==> src/sha256_hash_engine_core_assert.svh <==
// Assertion macros for the SHA-256 engine
`ifndef SHA256_HASH_ENGINE_CORE_ASSERT_SVH
`define SHA256_HASH_ENGINE_CORE_ASSERT_SVH

// Implication that must hold while out of reset
`define SHA_ASSERT_IMP(lbl, ante, cons) \
  lbl: assert property (@(posedge clk) disable iff (!rst_n) (ante) |-> (cons)) \
    else $error("assertion failed");

// Next-cycle implication while out of reset
`define SHA_ASSERT_NXT(lbl, ante, cons) \
  lbl: assert property (@(posedge clk) disable iff (!rst_n) (ante) |=> (cons)) \
    else $error("assertion failed");

`endif

==> src/sha_pkg.sv <==
// ----------------------------------------------------------------------------
// sha_pkg
// Shared types, constants and round functions for the SHA-256 engine.
// ----------------------------------------------------------------------------
`default_nettype none
package sha_pkg;

  localparam int unsigned BLOCK_BYTES = 64;
  localparam int unsigned ROUNDS      = 64;
  localparam int unsigned LEN_BITS    = 61;
  localparam logic [5:0]  PAD_LEN_POS = 6'd56;
  localparam logic [7:0]  PAD_BYTE    = 8'h80;

  localparam logic REQ_BYTE   = 1'b0;
  localparam logic REQ_FINISH = 1'b1;

  typedef struct packed {
    logic       req_type;
    logic [7:0] data_byte;
  } sha_in_t;

  typedef struct packed {
    logic [31:0] digest_word;
    logic [2:0]  word_index;
    logic        last_word;
  } sha_out_t;

  // Compression control between sequencer and round unit
  typedef struct packed {
    logic       start;
    logic       reinit;
  } rnd_ctl_t;

  typedef struct packed {
    logic busy;
    logic done;
  } rnd_sts_t;

  localparam logic [31:0] H_INIT [8] = '{
    32'h6a09e667, 32'hbb67ae85, 32'h3c6ef372, 32'ha54ff53a,
    32'h510e527f, 32'h9b05688c, 32'h1f83d9ab, 32'h5be0cd19};

  function automatic logic [31:0] round_k(input logic [5:0] t);
    logic [31:0] k [64];
    k = '{
      32'h428a2f98, 32'h71374491, 32'hb5c0fbcf, 32'he9b5dba5, 32'h3956c25b, 32'h59f111f1,
      32'h923f82a4, 32'hab1c5ed5, 32'hd807aa98, 32'h12835b01, 32'h243185be, 32'h550c7dc3,
      32'h72be5d74, 32'h80deb1fe, 32'h9bdc06a7, 32'hc19bf174, 32'he49b69c1, 32'hefbe4786,
      32'h0fc19dc6, 32'h240ca1cc, 32'h2de92c6f, 32'h4a7484aa, 32'h5cb0a9dc, 32'h76f988da,
      32'h983e5152, 32'ha831c66d, 32'hb00327c8, 32'hbf597fc7, 32'hc6e00bf3, 32'hd5a79147,
      32'h06ca6351, 32'h14292967, 32'h27b70a85, 32'h2e1b2138, 32'h4d2c6dfc, 32'h53380d13,
      32'h650a7354, 32'h766a0abb, 32'h81c2c92e, 32'h92722c85, 32'ha2bfe8a1, 32'ha81a664b,
      32'hc24b8b70, 32'hc76c51a3, 32'hd192e819, 32'hd6990624, 32'hf40e3585, 32'h106aa070,
      32'h19a4c116, 32'h1e376c08, 32'h2748774c, 32'h34b0bcb5, 32'h391c0cb3, 32'h4ed8aa4a,
      32'h5b9cca4f, 32'h682e6ff3, 32'h748f82ee, 32'h78a5636f, 32'h84c87814, 32'h8cc70208,
      32'h90befffa, 32'ha4506ceb, 32'hbef9a3f7, 32'hc67178f2};
    return k[t];
  endfunction

  function automatic logic [31:0] ror32(input logic [31:0] v, input int unsigned n);
    return (v >> n) | (v << (32 - n));
  endfunction

endpackage
`default_nettype wire

==> src/sha_round.sv <==
// ----------------------------------------------------------------------------
// sha_round
// Shared round unit: one SHA-256 round per cycle over all 64 rounds, with the
// rolling 16-word schedule and the eight chaining words.
// ----------------------------------------------------------------------------
`default_nettype none
module sha_round
  import sha_pkg::*;
(
  input  wire logic        clk,
  input  wire logic        rst_n,
  input  wire rnd_ctl_t    ctl,
  input  wire logic [31:0] blk_word [16],
  input  wire logic [2:0]  rd_idx,
  output logic [31:0]      rd_word,
  output rnd_sts_t         sts
);

  logic [31:0] h_r [8];
  logic [31:0] v_r [8];
  logic [31:0] w_r [16];
  logic [5:0]  t_r;
  logic        busy_r;
  logic        done_r;

  // schedule word for this round
  logic [31:0] s0, s1, w_new, w_cur;
  logic [31:0] sig1, ch, t1, sig0, maj;

  always_comb begin
    s0    = ror32(w_r[1], 7) ^ ror32(w_r[1], 18) ^ (w_r[1] >> 3);
    s1    = ror32(w_r[14], 17) ^ ror32(w_r[14], 19) ^ (w_r[14] >> 10);
    w_new = w_r[0] + s0 + w_r[9] + s1;
    w_cur = (t_r < 6'd16) ? w_r[0] : w_new;
    sig1  = ror32(v_r[4], 6) ^ ror32(v_r[4], 11) ^ ror32(v_r[4], 25);
    ch    = (v_r[4] & v_r[5]) ^ (~v_r[4] & v_r[6]);
    t1    = v_r[7] + sig1 + ch + round_k(t_r) + w_cur;
    sig0  = ror32(v_r[0], 2) ^ ror32(v_r[0], 13) ^ ror32(v_r[0], 22);
    maj   = (v_r[0] & v_r[1]) ^ (v_r[0] & v_r[2]) ^ (v_r[1] & v_r[2]);
  end

  assign rd_word  = h_r[rd_idx];
  assign sts.busy = busy_r;
  assign sts.done = done_r;

  // round sequencing, schedule window shifts by one word per round
  always_ff @(posedge clk) begin
    done_r <= 1'b0;
    if (!rst_n) begin
      busy_r <= 1'b0;
      done_r <= 1'b0;
      t_r    <= '0;
      h_r    <= H_INIT;
    end else if (ctl.reinit) begin
      h_r <= H_INIT;
    end else if (ctl.start && !busy_r) begin
      busy_r <= 1'b1;
      t_r    <= '0;
      w_r    <= blk_word;
      v_r    <= h_r;
    end else if (busy_r) begin
      for (int i = 0; i < 15; i++) w_r[i] <= w_r[i+1];
      w_r[15] <= w_cur;
      v_r[7] <= v_r[6]; v_r[6] <= v_r[5]; v_r[5] <= v_r[4];
      v_r[4] <= v_r[3] + t1;
      v_r[3] <= v_r[2]; v_r[2] <= v_r[1]; v_r[1] <= v_r[0];
      v_r[0] <= t1 + sig0 + maj;
      t_r <= t_r + 6'd1;
      if (t_r == 6'(ROUNDS - 1)) begin
        busy_r <= 1'b0;
        done_r <= 1'b1;
      end
    end else if (done_r) begin
      for (int i = 0; i < 8; i++) h_r[i] <= h_r[i] + v_r[i];
    end
  end

  `include "sha256_hash_engine_core_assert.svh"
  `SHA_ASSERT_NXT(a_start_busy, ctl.start && !busy_r && !ctl.reinit, busy_r)
  `SHA_ASSERT_IMP(a_done_not_busy, done_r, !busy_r)
  `SHA_ASSERT_NXT(a_last_round, busy_r && t_r == 6'(ROUNDS - 1), done_r && !busy_r)

endmodule
`default_nettype wire

==> src/sha256_hash_engine_core.sv <==
// ----------------------------------------------------------------------------
// sha256_hash_engine_core
// SHA-256 over a byte stream; a finish request pads and emits the digest.
//
//   channel | dir | payload   | handshake
//   in_     | in  | sha_in_t  | in_valid / in_stall
//   out_    | out | sha_out_t | out_valid / out_stall
//
// A byte request is taken at once unless it completes a block; the 64th byte
// of a block holds the input through a start cycle, the 64 rounds, a fold
// cycle and a return to idle.
// A finish request feeds padding one byte a cycle through the same buffer,
// compresses once or twice, then presents eight words on out_.
// Reset is synchronous; out_stall holds the current word.
// ----------------------------------------------------------------------------
`default_nettype none
module sha256_hash_engine_core
  import sha_pkg::*;
(
  input  wire logic     clk,
  input  wire logic     rst_n,
  input  wire logic     in_valid,
  output logic          in_stall,
  input  wire sha_in_t  in_data,
  output logic          out_valid,
  input  wire logic     out_stall,
  output sha_out_t      out_data
);

  typedef enum logic [2:0] {
    S_IDLE, S_COMP, S_PAD, S_EMIT
  } state_t;

  state_t      state_r;
  logic [31:0] blk_r [16];
  logic [5:0]  fill_r;
  logic [LEN_BITS-1:0] total_r;
  logic        fin_r;
  logic        len_blk_r;
  logic [63:0] bits_r;
  logic [2:0]  widx_r;
  logic        ovalid_r;
  logic        go_r;
  logic        reinit_r;

  rnd_ctl_t    ctl;
  rnd_sts_t    sts;
  logic [31:0] rd_word;

  assign ctl.start  = go_r;
  assign ctl.reinit = reinit_r;

  sha_round u_round (
    .clk(clk), .rst_n(rst_n), .ctl(ctl), .blk_word(blk_r),
    .rd_idx(widx_r), .rd_word(rd_word), .sts(sts));

  // padding byte for current fill position; length only in the last block
  logic [7:0] pad_byte;
  always_comb begin
    if (fill_r < PAD_LEN_POS || !len_blk_r) pad_byte = 8'h00;
    else pad_byte = bits_r[8*(7 - 3'(fill_r - PAD_LEN_POS)) +: 8];
  end

  logic in_acc;
  assign in_acc    = in_valid && !in_stall;
  assign in_stall  = (state_r != S_IDLE);
  assign out_valid = ovalid_r;
  assign out_data.digest_word = rd_word;
  assign out_data.word_index  = widx_r;
  assign out_data.last_word   = (widx_r == 3'd7);

  // request sequencer: buffering, padding, compression, digest output
  always_ff @(posedge clk) begin
    go_r     <= 1'b0;
    reinit_r <= 1'b0;
    if (!rst_n) begin
      state_r   <= S_IDLE;
      fill_r    <= '0;
      total_r   <= '0;
      fin_r     <= 1'b0;
      len_blk_r <= 1'b0;
      widx_r    <= '0;
      ovalid_r  <= 1'b0;
      go_r      <= 1'b0;
      reinit_r  <= 1'b0;
    end else begin
      case (state_r)
        S_IDLE: begin
          if (in_acc) begin
            if (in_data.req_type == REQ_BYTE) begin
              blk_r[fill_r[5:2]][{~fill_r[1:0], 3'b000} +: 8] <= in_data.data_byte;
              fill_r  <= fill_r + 6'd1;
              total_r <= total_r + LEN_BITS'(1);
              if (fill_r == 6'(BLOCK_BYTES - 1)) begin
                go_r    <= 1'b1;
                fin_r   <= 1'b0;
                state_r <= S_COMP;
              end
            end else begin
              bits_r <= {total_r, 3'b000};
              blk_r[fill_r[5:2]][{~fill_r[1:0], 3'b000} +: 8] <= PAD_BYTE;
              fill_r    <= fill_r + 6'd1;
              fin_r     <= 1'b1;
              len_blk_r <= (fill_r < PAD_LEN_POS);
              if (fill_r == 6'(BLOCK_BYTES - 1)) begin
                go_r    <= 1'b1;
                state_r <= S_COMP;
              end else begin
                state_r <= S_PAD;
              end
            end
          end
        end
        S_PAD: begin
          blk_r[fill_r[5:2]][{~fill_r[1:0], 3'b000} +: 8] <= pad_byte;
          fill_r <= fill_r + 6'd1;
          if (fill_r == 6'(BLOCK_BYTES - 1)) begin
            go_r    <= 1'b1;
            state_r <= S_COMP;
          end
        end
        S_COMP: begin
          // the fold is made while done is high; wait for done to drop
          if (!go_r && !sts.busy && !sts.done) begin
            if (!fin_r) state_r <= S_IDLE;
            else if (!len_blk_r) begin
              // length did not fit: one more block of zeros and length
              len_blk_r <= 1'b1;
              state_r   <= S_PAD;
            end else begin
              widx_r   <= '0;
              ovalid_r <= 1'b1;
              state_r  <= S_EMIT;
            end
          end
        end
        S_EMIT: begin
          if (!out_stall) begin
            widx_r <= widx_r + 3'd1;
            if (widx_r == 3'd7) begin
              ovalid_r <= 1'b0;
              reinit_r <= 1'b1;
              fill_r   <= '0;
              total_r  <= '0;
              fin_r    <= 1'b0;
              state_r  <= S_IDLE;
            end
          end
        end
        default: state_r <= S_IDLE;
      endcase
    end
  end

  `include "sha256_hash_engine_core_assert.svh"
  `SHA_ASSERT_IMP(a_stall_busy, sts.busy, in_stall)
  `SHA_ASSERT_IMP(a_out_emit, out_valid, state_r == S_EMIT)
  `SHA_ASSERT_NXT(a_last_reinit, out_valid && !out_stall && out_data.last_word,
                  !out_valid && state_r == S_IDLE)

endmodule
`default_nettype wire
==> config.mk <==
export PLATFORM = sky130hd
export DESIGN_NAME = sha256_hash_engine_core
export DESIGN_NICKNAME = d
export VERILOG_FILES = /design/src/sha_pkg.sv /design/src/sha_round.sv /design/src/sha256_hash_engine_core.sv
export VERILOG_INCLUDE_DIRS = /design/src /design/src/src
export SDC_FILE = /design/constraint.sdc
export NUM_CORES = 2
export LEC_CHECK = 0
export BUFFER_PORTS_ARGS = -buffer_cell sky130_fd_sc_hd__buf_2
export CORE_MARGIN = 4
export CORE_UTILIZATION = 40
export CTS_CLUSTER_SIZE = 8
export DETAILED_ROUTE_END_ITERATION = 6
export MAX_ROUTING_LAYER = met4
export SLEW_MARGIN = 20
export SYNTH_ARGS = -nofsm -noshare
export SYNTH_HDL_FRONTEND = slang
export SYNTH_HIERARCHICAL = 1
export SYNTH_SLANG_ARGS = --single-unit
==> constraint.sdc <==
create_clock -name clk -period 53.8 [get_ports clk]
set_input_delay 10.76 -clock clk [delete_from_list [all_inputs] [get_ports clk]]
set_output_delay 10.76 -clock clk [all_outputs]
set_load 0.02 [all_outputs]
Word-level counts from Yosys, hierarchy flattened:

Memories as Yosys holds them, arrays and structs flattened.
Cells that the tools add are included.

* input port bits: 13
* output and inout port bits: 38
* bits in read-only memories: 2048
* memories kept: 1
* bits in registers: 1683
* logic and storage cells: 251

Memory list
* (no name shown): words 64, width 32, rd ports 1, clocked after Yosys merged registers in 0, write ports 0, line sha_pkg.sv:57 `return k[t];`

* $add $sub $neg: 25
* $lt $le $gt $ge: 6
* muxes and demuxes: 68
* shift operators: 5
* bitwise logic cells: 36
* reduce and logical (&&, ||, !) cells: 34
* equality and inequality tests: 15

Operators by type and width (count)
* $mux 512: 4
* $bwmux 512: 3
* $pmux 512 s2: 1
* $add 32x32->32: 18
* $mux 256: 2
* $xor 32x32->32: 9
* $mux 61: 4
* $mux 32: 6
* $and 32x32->32: 5
* $demux 32 s4: 1
* $pmux 61 s2: 1
* $bmux 32 s3: 1
* $shiftx 64x33->8: 1
* $shiftx 8x7->32: 2
* $add 61x1->61 const B: 1
* $not 32->32: 1
* $or 10x32->32: 1
* $or 13x32->32: 1
* $or 14x32->32: 1
* $or 15x32->32: 1
* $or 19x32->32: 1
* $or 21x32->32: 1
* $or 25x32->32: 1
* $or 26x32->32: 1
* other kinds (51): 121

Depth between registers and ports, before layout:

* word-level depth: 12
* gate-level depth with buffers: 48
* gate-level depth less buffers: 48

Cells and area by module:

The synthesis kept the hierarchy.

By module, submodules not included
* sha_round: area each 71618.7 sq um, instances 1, seq. area each 28347.2 sq um, cells each 8142
* sha256_hash_engine_core: area each 24926.4 sq um, instances 1, seq. area each 18768.0 sq um, cells each 1934

Worst setup path after synthesis:

OpenSTA, ideal clock, no wires.

* path type: input to register
* start: input rst_n
* end: register u_round/v_r[0] (netlist name) (enable)
* data arrival time: 43.252 ns
* setup time: 1.919 ns
* buffers on the path: 3
* stages on the path: 5
* slack: 8.629 ns
* cells stage by stage: nand2b_1 -> clkbuf_1 -> buf_1 -> clkbuf_1 -> nor2_1

* longest elaborated chain between the ends: 1

Ends and longest elaborated chain
* start, declared: line sha256_hash_engine_core.sv:21 `input wire logic rst_n,`
* $reduce_and 3->1 (no line)
* end signal, assigned: line sha_round.sv:60 `v_r <= h_r;`
* end, declared: line sha_round.sv:20 `logic [31:0] v_r [8];`

No other way between the ends.
A chain may end at the register's enable or synchronous reset.

==> results.tsv <==
stage	metric	value	unit
grt	grt_pass1_vias	71410	
critical_path	critical-path-max-stage-delay	0.83	ns
sta	slew_headroom	14.16	%
detailed_routing	drt-initial-drc-count	7265	
synth	synth_seq_cells	1683	
sta	layout_min_cycle_time	14.62	ns
worst_hold_path	hold_path.class	flop to flop	
sta	final_hold_viol_count	0	
cts	cts_resized	0	
floorplan	fp-row-count	180	
synth	ys_types	101	
place	place_hpwl	213.1	mm
cts	clkTransAtPathRegs	0.05	ns
synth	syn_area_per_cell	9.582	µm²
finish	register_area	0.04713	mm²
sta	worst_pin_slew	1.274	ns
detailed_routing	firstDrtPassIters	6	
finish	syn_to_final_growth	10.72	%
critical_path	timing.critical_path.buf_inv	2	
power_and_ir_drop	power_density	26.10	mW/mm²
synth	synth_ff_type	edfxtp_1	
power_and_ir_drop	ir_drop	35.48	µV
critical_path	slowest_stage	buf_4	
floorplan	coreArea	0.2403	mm²
synth	syn_area	0.09655	mm²
critical_path	crit_family	multiplexers	
cts	cts-root-buf	clkbuf_16	
cts	cts_setup_buffers	0	
cts	cts_sinks	1683	
sta	fin_skew	0.09747	ns
floorplan	initial_utilization	40.18	%
detailed_routing	wl_per_cell	22.77	µm
critical_path	crit_path_end_kind	primary output	
synth	synth_cells	10080	
critical_path	startpoint_type	flop	
sta	finalSetupViolCount	0	
critical_path	criticalPathCategory	flop to primary output	
critical_path	worstPathCellList	buf_4, mux4_2, mux2_2, buf_2	
outcome	status	finished, final reports clean	
finish	drive_gt1_share	6.818	%
place	portBuffers	50	
critical_path	crit_arrival	3.86	ns
place	dpl_worst_slack	38.44	ns
grt	gr-total-overflow	0	
run	drv_cap	0	
detailed_routing	vias	74390	
grt	grt_max_degree	224	
synth	synthArstFlopShare	0	%
sta	tns	0	ns
floorplan	die-area	0.2493	mm²
sta	max_freq	68.41	MHz
floorplan	die_x	499.3	µm
cts	h-tree-depth	4	
sta	setup_ws	39.18	ns
synth	syn-num-nets	10680	
finish	n_fill_cell	22640	
grt	grt_pass1_wl	451.3	mm
detailed_routing	vias_per_cell	5.589	
sta	drv_slew	0	
critical_path	cp_max_fo	41	
detailed_routing	antenna_left	0	
sta	rsz0062_at_grt	false	
floorplan	die_h	499.3	µm
synth	ys_seq_area_share	48.80	%
detailed_routing	drc	0	
synth	synth-edff-count	1341	
floorplan	ios	51	
finish	nets	10580	
cts	max-clock-path-buffers	3	
detailed_routing	wl	303.1	mm
cts	cts_tree	built	
cts	cts_made_buffers	230	
grt	grt_antenna_before_repair	4	
critical_path	required	43.04	ns
place	place_congestion	0.9741	
sta	fin_crit_sh	27.17	%
synth	synth_warnings	6	
cts	clk_latency	0.90	ns
finish	multi_input_area	0.04607	mm²
grt	grt.total_usage	24.36	%
power_and_ir_drop	power	0.002790	W
power_and_ir_drop	p_leak	41.88	nW
cts	ctsHoldBuffers	0	
## synth_stat cells (75+ instances only)
| cell type | n | area [µm²] |
|---|---|---|
| nand2_1 | 2609 | 9793 |
| edfxtp_1 | 1341 | 40270 |
| nor2_1 | 993 | 3727 |
| a21oi_1 | 559 | 2798 |
| clkbuf_1 | 459 | 1723 |
| inv_1 | 456 | 1712 |
| ha_1 | 399 | 4992 |
| o21ai_0 | 372 | 1862 |
| dfxtp_1 | 342 | 6847 |
| xnor2_1 | 317 | 2776 |
| xor2_1 | 245 | 2146 |
| a21o_1 | 197 | 1479 |
| fa_1 | 195 | 3904 |
| nand3_1 | 144 | 720.7 |
| o211ai_1 | 118 | 885.9 |
| nor3_1 | 106 | 530.5 |
| nor2b_1 | 77 | 481.7 |
| mux2_2 | 76 | 855.8 |
| mux4_2 | 75 | 1689 |
## state kept, by name, indices dropped and copies added (netlist names), 6 cells and up
register     cells
blk_r          512
u_round/w_r    512
u_round/h_r    256
u_round/v_r    256
bits_r          61
total_r         61
fill_r           6
u_round/t_r      6
## layout make-up
type,instances,area share (%)
Clock inverter,16,0.3886
Multi-Input combinational cell,7422,43.09
Timing Repair Buffer,176,1.201
Tap cell,3185,3.728
Sequential cell,1683,44.09
Clock buffer,364,5.873
Inverter,460,1.615
Antenna cell,4,0.009364
## metal layers
layer | global-route usage, % | wire length [µm] | vias up
li1 | - | - | 34570
met1 | 31.65 | 127200 | 36370
met2 | 38.66 | 142200 | 2868
met3 | 3.568 | 21050 | 583
met4 | 9.377 | 12670 | 0
met5 | - | 0 | -
## report_power, final
part	internal [W]	switching, W
Sequential	0.00139	0.000000987
Combinational	0.00000651	0.0000302
Clock	0.000792	0.000572
Total	0.00219	0.000603
## path summary, 6_finish.rpt
| check | startpoint | to | slack, ns | cells after the start |
|---|---|---|---|---|
| setup / recovery | widx_r[0] | out_data[6] | 39.18 | 4 |
| hold / removal | total_r[60] | bits_r[63] | 0.47 | 0 |
| setup reg to reg | u_round/w_r[457] | u_round/v_r[255] | 41.31 | 43 |
| hold reg to reg | total_r[60] | bits_r[63] | 0.47 | 0 |
## cells in the final DEF (no fill, tap or decap), types with 19 or more instances in the layout
cell type	netlist	layout
xnor2_1	317	317
o31ai_1	39	39
clkbuf_1	459	132
buf_4	4	119
o211ai_1	118	118
a21o_1	197	197
mux4_2	75	75
edfxtp_1	1341	1341
nand4_1	60	60
a311oi_1	21	21
nand2_1	2609	2607
o21a_1	55	55
nor2_1	993	985
or4_1	19	19
xor2_1	245	245
o21ai_0	372	369
inv_1	456	455
ha_1	399	399
or2_2	26	26
clkbuf_16	0	230
nor4_1	28	25
a31oi_1	48	46
or3_1	54	54
o311ai_0	24	24
nor2b_1	77	75
mux2_2	76	76
nand3_1	144	144
a21oi_1	559	549
o21bai_1	36	36
fa_1	195	195
and3_1	45	45
a211oi_1	60	60
mux2i_1	47	47
dfxtp_1	342	335
nor3b_1	28	27
and2_1	25	24
buf_2	5	50
nor3_1	106	98
nand2b_1	66	64
## kinds of logic after synthesis
kind of cell | share of synthesized area, %
fa+ha+maj | 9.266
flops | 48.80
buf+inv | 3.813
other cells | 0.003884
xor+xnor | 5.122
mux | 3.123
simple gates | 18.69
compound gates | 11.18
## through the flow
step / hold WS (ns) / instances / area [µm²] / util, %
after floorplan: 0.4064 / 10080 / 96550 / -
after global placement: 0.4478 / 12920 / 100100 / 41.66
after detailed placement: 0.4542 / 12930 / 100200 / 41.68
after CTS: 0.4694 / 13310 / 106800 / 44.46
after global routing: 0.4973 / 13310 / 106900 / 44.48
final: 0.4699 / 13310 / 106900 / 44.48
Note: power is estimated with default switching activity, not from simulation.
